===== src/rtl/core/lrc_pkg.sv =====
package lrc_pkg;

	localparam int CW  = 16;      // endpoint coordinate width
	localparam int WW  = 20;      // working coordinate width, holds edges and clipped values
	localparam int DVW = 17;      // divisor width, one plus a span
	localparam int NW  = 31;      // dividend and quotient width
	localparam int SW  = 32;      // signed slope width
	localparam int PW  = WW + SW; // clip product width
	localparam int FW  = 4;       // fraction bit count width
	localparam int AW  = 3;       // config index width
	localparam int QD  = 4;       // queue depth
	localparam int QAW = 2;       // queue pointer width

	localparam logic [AW-1:0] REG_LEFT   = 3'd0;
	localparam logic [AW-1:0] REG_TOP    = 3'd1;
	localparam logic [AW-1:0] REG_WIDTH  = 3'd2;
	localparam logic [AW-1:0] REG_HEIGHT = 3'd3;
	localparam logic [AW-1:0] REG_FRAC   = 3'd4;

	localparam logic [FW-1:0] FRAC_RST = 4'd8;

	typedef struct packed {
		logic signed [CW-1:0] left;
		logic signed [CW-1:0] top;
		logic [CW-2:0]        width;
		logic [CW-2:0]        height;
		logic [FW-1:0]        frac;
	} cfg_t;

	// segment ordered by X (a has the smaller X), ord set when a is the second endpoint
	typedef struct packed {
		logic                 ord;
		logic                 xmiss;
		logic signed [CW-1:0] ax;
		logic signed [CW-1:0] ay;
		logic signed [CW-1:0] bx;
		logic signed [CW-1:0] by;
		logic signed [SW-1:0] slope_x;
		logic signed [SW-1:0] slope_y;
	} item_t;

	typedef struct packed {
		logic [CW-1:0] csy;
		logic [CW-1:0] csx;
		logic [CW-1:0] cfy;
		logic [CW-1:0] cfx;
		logic          hit;
	} res_t;

endpackage


===== src/rtl/core/lrc_queue.sv =====
module lrc_queue (
	input  logic            clk,
	input  logic            arst_n,
	input  logic            in_valid,
	output logic            in_ready,
	input  lrc_pkg::item_t  in_item,
	output logic            out_valid,
	input  logic            out_ready,
	output lrc_pkg::item_t  out_item
);

	lrc_pkg::item_t         mem_q [lrc_pkg::QD];
	logic [lrc_pkg::QAW-1:0] wr_q, rd_q;
	logic [lrc_pkg::QAW:0]   cnt_q;
	logic                    push, pop;

	assign in_ready  = cnt_q != (lrc_pkg::QAW+1)'(lrc_pkg::QD);
	assign out_valid = cnt_q != '0;
	assign out_item  = mem_q[rd_q];
	assign push      = in_valid && in_ready;
	assign pop       = out_valid && out_ready;

	always_ff @(posedge clk or negedge arst_n) begin
		if (!arst_n) begin
			wr_q  <= '0;
			rd_q  <= '0;
			cnt_q <= '0;
		end else begin
			if (push) wr_q <= wr_q + 1'b1;
			if (pop)  rd_q <= rd_q + 1'b1;
			cnt_q <= cnt_q + (lrc_pkg::QAW+1)'(push) - (lrc_pkg::QAW+1)'(pop);
		end
	end

	always_ff @(posedge clk) begin
		if (push) mem_q[wr_q] <= in_item;
	end

endmodule


===== config.mk =====
export PLATFORM = sky130hd
export DESIGN_NAME = lrc_queue
export DESIGN_NICKNAME = d
export VERILOG_FILES = /design/src/rtl/core/lrc_pkg.sv /design/src/rtl/core/lrc_queue.sv
export SDC_FILE = /design/constraint.sdc
export NUM_CORES = 1
export LEC_CHECK = 0
export BUFFER_PORTS_ARGS = -buffer_cell sky130_fd_sc_hd__clkbuf_2
export CAP_MARGIN = 20
export CORE_MARGIN = 2
export CORE_UTILIZATION = 57
export DETAILED_ROUTE_END_ITERATION = 10
export PLACE_DENSITY = 0.79
export SETUP_SLACK_MARGIN = 0.1
export SKIP_LAST_GASP = 1
export SLEW_MARGIN = 20
export SYNTH_ARGS = -nofsm -noshare
export SYNTH_HDL_FRONTEND = slang
export SYNTH_SLANG_ARGS = --single-unit

===== constraint.sdc =====
create_clock -name clk -period 4.75 [get_ports clk]
set_clock_uncertainty 0.15 [all_clocks]
set_input_delay 0 -clock clk [delete_from_list [all_inputs] [get_ports clk]]
set_output_delay 0 -clock clk [all_outputs]
set_load 0.03 [all_outputs]

==> results.toml, run 1 <==
[setup_path]
cp.required_ps = 4600
end_kind = "primary output"
arrival_ps = 2910
path_class = "reg -> out"
cp_max_fo = 43
critPathLaunchType = "flip-flop"
ff2ff_setup_slack_ps = 1980

[logic_synthesis]
netlist_area_um2 = 19200
synth-seq-cells = 527
yosysUniqueCellTypes = 22
yosys_warnings = 0
synth_cells = 721
synth_nets = 862
syn_avg_cell_area_um2 = 26.6
synth-seq-area-share = 0.822

[cts]
cts_max_level = 2
tritoncts = "done"
cts.sinks = 527
cts_buffers = 50
hold_buffers = 134
clk_pin_slew_ps = 60
clk_latency_ps = 560
post_cts_buffers = 0
clockBufferDepth = 3
cts_root_buf = "clkbuf_16"
cts.repair.resized = 0

[power_and_ir_drop]
p_leak_nw = 8.32
peakVddDrop_uv = 457
power_density_nw_per_um2 = 652

[floorplanning]
die_h_um = 188
pin_count = 266
rows = 67
dieArea_um2 = 35200
coreArea_um2 = 33400
start_util = 0.576
dieWidth_um = 188

[sta]
max_freq_ghz = 0.327
min_period_over_period = 0.644
drv_slew = 0
grt_setup_unrepaired = "no"
tns_ps = 0
worstMarginPinSlew_ps = 874
fin_crit_ps = 3060
hold_viol_final = 0
slew_headroom = 0.417
finalSetupViolCount = 0

[place]
portBuffers = 265
placed_cells = 1417
gp_congestion = 0.725
place_hpwl_um = 22300

[min_path]
hold_class = "in -> reg"

[final_layout]
layoutNonFillerInstCount = 1652
multi_input_area_um2 = 3210
area_growth_pct = 25.0
ff_latch_area_um2 = 15800
drive_gt1_frac = 0.403
num-nets-final = 1296
fillers = 1960

[grt]
grt_pass1_vias = 9831
gr-total-overflow = 0
gr-usage-all-layers = 0.228
antenna_found_initial = 7
grt_max_degree = 79
grt_pass1_wl_um = 59900

[status]
status = "complete, no violations"

[drt]
drtIter0Drc = 733
wl_per_cell_um = 24.0
dr_total_vias = 9359
ant_nets = 0
wl_um = 39700
first_pass_iters = 5
via_per_inst = 5.67
remaining_drc_errors = 0

[flow_run]
maxCapViolations = 0
kinds of logic after synthesis:
group                      Yosys count  synth area share
AOI/OAI and AO/OA                    4           0.00169
muxes                              130             0.152
xor gates and xnor gates             4           0.00182
and+or+nand+nor                     13           0.00521
buffers and inverters               36            0.0121
adders and majority gates            7           0.00495
DFF                                527             0.822
layout make-up:
type | instances | area share
inverters | 6 | 0.000938
clock inverters | 27 | 0.00839
well taps | 448 | 0.0233
multi-input cells | 158 | 0.133
diodes | 8 | 0.000833
clock buffers | 66 | 0.0572
flip-flops and latches | 527 | 0.658
repair buffers | 412 | 0.118
cells in the final DEF (no fill, tap or decap), drive strengths merged, types with 3 or more instances in the layout:
cell type / netlist / final
and3b: 4 / 4
buf: 27 / 13
bufinv: 0 / 3
clkbuf: 3 / 331
clkinv: 0 / 22
dfrtp: 7 / 7
diode: 0 / 8
dlygate4sd3: 0 / 134
edfxtp: 520 / 520
ha: 6 / 6
inv: 6 / 7
mux4: 130 / 130
nand2b: 4 / 4
xnor2: 3 / 3
flip-flops by register name (all words and copies together) (netlist names):
signal / flops
mem_q: 520
cnt_q: 3
rd_q: 2
wr_q: 2
final timing paths:
kind,start,end,cells after the start
worst max-delay path,rd_q[0]$_DFFE_PN0P_,out_item[80],3
worst min-delay path,in_item[46],mem_q[3][46]$_DFFE_PP_,2
worst max register to register,cnt_q[1]$_DFF_PN0_,cnt_q[2]$_DFF_PN0_,9
worst min register to register,wr_q[1]$_DFFE_PN0P_,wr_q[1]$_DFFE_PN0P_,2
max in group asynchronous,arst_n,rd_q[1]$_DFFE_PN0P_,3
min in group asynchronous,arst_n,wr_q[1]$_DFFE_PN0P_,3
report_power, final:
group / total, mW / leakage (nW) / internal, mW / switching (mW)
Combinational: 5.29 / 2.70 / 1.92 / 3.37
Clock: 3.80 / 0.774 / 2.20 / 1.60
Sequential: 6.57 / 4.84 / 6.13 / 0.439
Total: 15.7 / 8.32 / 10.2 / 5.41
stage by stage:
stage                     worst slack, ps  utilization  instance area (um2)  total power, mW  hold WS (ps)
after floorplan                       359            -                19200             10.4          -446
after detailed placement             1990        0.632                21100             11.9          -296
after CTS                            1580        0.719                24000             15.8          22.4
after global placement               2080        0.632                21100             11.8          -302
final                                1690        0.720                24000             15.7          47.0
after global routing                 1490        0.720                24000             16.2          43.3
synthesized netlist by cell type:
cell type	count	area, um2
nor3b_1	1	7.51
edfxtp_1	520	15600
mux4_2	130	2930
fa_1	1	20.0
or3_1	1	6.26
buf_1	1	3.75
buf_6	10	113
buf_4	1	7.51
o311ai_0	1	8.76
ha_1	6	75.1
o31a_1	1	8.76
and3b_1	4	35.0
xor2_1	1	8.76
xnor2_1	3	26.3
inv_1	6	22.5
nand4bb_1	2	22.5
dfrtp_1	7	175
clkbuf_1	3	11.3
nand2_1	1	3.75
nand2b_1	4	25.0
o211ai_1	2	15.0
buf_2	15	75.1
critical path, cell delays in order, from the launching register on:
cell,delay [ps]
dfrtp_4,980
buf_4,510
mux4_2,590
clkbuf_2,210
per-layer routing:
layer	up-vias	track usage	wire, um
li1	4007	-	-
met1	4877	0.313	15900
met2	404	0.361	19300
met3	71	0.0702	3630
met4	0	0.0636	911
met5	-	0	0
Power figures use the tool's default switching activity.
==> run 2: changes to the inputs <==
--- a/config.mk
+++ b/config.mk
@@ -8,9 +8,9 @@
 export BUFFER_PORTS_ARGS = -buffer_cell sky130_fd_sc_hd__clkbuf_2
 export CAP_MARGIN = 20
 export CORE_MARGIN = 2
-export CORE_UTILIZATION = 57
+export CORE_UTILIZATION = 51
 export DETAILED_ROUTE_END_ITERATION = 10
-export PLACE_DENSITY = 0.79
+export PLACE_DENSITY = 0.75
 export SETUP_SLACK_MARGIN = 0.1
 export SKIP_LAST_GASP = 1
 export SLEW_MARGIN = 20
==> constraint.sdc (replaced) <==
create_clock -name clk -period 2.68 [get_ports clk]
set_clock_uncertainty 0.15 [all_clocks]
set_input_delay 0 -clock clk [delete_from_list [all_inputs] [get_ports clk]]
set_output_delay 0 -clock clk [all_outputs]
set_load 0.03 [all_outputs]
==> run 2 against run 1 <==
Effect of this change:
- die area increased by 12%
- hold slack got worse by 15 ps
- largest cell class unchanged
- first-iteration DRC count shrank 16%
- critical endpoint is now out_item[30]
- non-clock buffer count rose by 28
- worst setup slack worse by 1400 ps
- cell area increased by 2.4%
==> results.toml, run 2 (synthesized netlist as in run 1, its figures left out) <==
[status]
status = "complete, no violations"

[sta]
min_period_over_period = 0.892
slew_headroom = 0.702
hold_viol_final = 0
max_freq_ghz = 0.418
tns_ps = 0
fin_crit_ps = 2390
worstMarginPinSlew_ps = 447
hold_slack_ps = 32.1
drv_slew = 0
grt_setup_unrepaired = "no"
finalSetupViolCount = 0
finalWorstSetupSlack_ps = 290

[cts]
cts.sinks = 527
tritoncts = "done"
clk_latency_ps = 580
cts.repair.resized = 0
cts_max_level = 2
cts_root_buf = "clkbuf_16"
clockBufferDepth = 3
cts_buffers = 53
clk_pin_slew_ps = 60

[final_layout]
largest_register_ffs = 520
fin_area_um2 = 24600
drive_gt1_frac = 0.410
fin_util = 0.658
mostFrequentLayoutCells = "edfxtp_1 (520), clkbuf_2 (265), dlygate4sd3_1 (143), mux4_2 (130), clkbuf_16 (55)"
layoutNonFillerInstCount = 1743
ff_latch_area_um2 = 15800
layout_commonest_cell = "edfxtp_1"
num-nets-final = 1327
area_growth_pct = 28.1
top_regs = "mem_q x520, cnt_q x3"
multi_input_area_um2 = 3210
top_register = "mem_q"
fillers = 2407

[grt]
grt_pass1_vias = 10200
gr-usage-all-layers = 0.202
grt_pass1_wl_um = 58500
antenna_found_initial = 4
gr-total-overflow = 0
grt_max_degree = 69

[setup_path]
arrival_ps = 2240
path_class = "reg -> out"
critPathLaunchType = "flip-flop"
end_kind = "primary output"
cp_max_fo = 23
cp.required_ps = 2530

[power_and_ir_drop]
p_leak_nw = 8.55
power_mw = 28.4
power_density_nw_per_um2 = 1160
peakVddDrop_uv = 763

[floorplanning]
start_util = 0.514
coreArea_um2 = 37400
pin_count = 266
dieArea_um2 = 39200
die_h_um = 198
dieWidth_um = 198
rows = 71

[place]
place_hpwl_um = 22700
dpl_cell_area_um2 = 21500
gp_congestion = 0.764
portBuffers = 265
place_ws_ps = 353
placed_cells = 1496

[drt]
dr_total_vias = 9338
drtIter0Drc = 615
remaining_drc_errors = 0
first_pass_iters = 5
wl_per_cell_um = 22.3
ant_nets = 0
via_per_inst = 5.36
wl_um = 38900

[min_path]
hold_class = "in -> reg"

[flow_run]
maxCapViolations = 0
run 2: changes by cell type in the layout (fill, tap and decap cells not counted), sizes merged:
cell / change
dlygate4sd3: +9
clkbuf: +3
buf: +19
inv: +2
clkinv: -2
diode: -3
run 2: power by group:
| part | switching [mW] | total (mW) | internal [mW] |
|---|---|---|---|
| registers | 0.472 | 11.3 | 10.8 |
| logic | 6.32 | 10.2 | 3.83 |
| clock network | 2.91 | 6.95 | 4.04 |
run 2: critical path, cell delays in order, from the launching register on:
cell and delay [ps]:
dfrtp_4 470, buf_12 160, buf_12 220, mux4_2 570
clkbuf_2 210
run 2: metal layers:
layer,track usage,vias to the layer above,share of wire,wire (um)
li1,-,4083,-,-
met1,0.275,4876,0.42,16200
met2,0.326,328,0.49,19000
met3,0.0516,51,0.076,2950
met4,0.0621,0,0.019,749
met5,0,-,0,0
run 2: path summary, 6_finish.rpt:
check                                     from  cells after the start               endpoint  slack (ps)
max                        rd_q[0]$_DFFE_PN0P_                      4           out_item[30]         290
max in group asynchronous               arst_n                      3    rd_q[1]$_DFFE_PN0P_        1840
min in group asynchronous               arst_n                      3    rd_q[0]$_DFFE_PN0P_         250
max reg2reg                 cnt_q[1]$_DFF_PN0_                      9     cnt_q[2]$_DFF_PN0_         330
min                                 in_item[7]                      2  mem_q[1][7]$_DFFE_PP_          30
min reg2reg                wr_q[1]$_DFFE_PN0P_                      2    wr_q[1]$_DFFE_PN0P_         480
run 2: repair_timing:
action,4_1_cts,5_1_grt
setup endpoints to repair,114,3
setup buffers,1,2
hold buffers,143,0
endpoints found under the hold margin,545,0
run 2: area by class of cell:
cell class,instances,share of cell area
Antenna cell,5,0.000508
Clock inverter,27,0.00859
Sequential cell,527,0.642
Tap cell,511,0.0260
Inverter,6,0.000915
Multi-Input combinational cell,158,0.130
Timing Repair Buffer,440,0.134
Clock buffer,69,0.0581
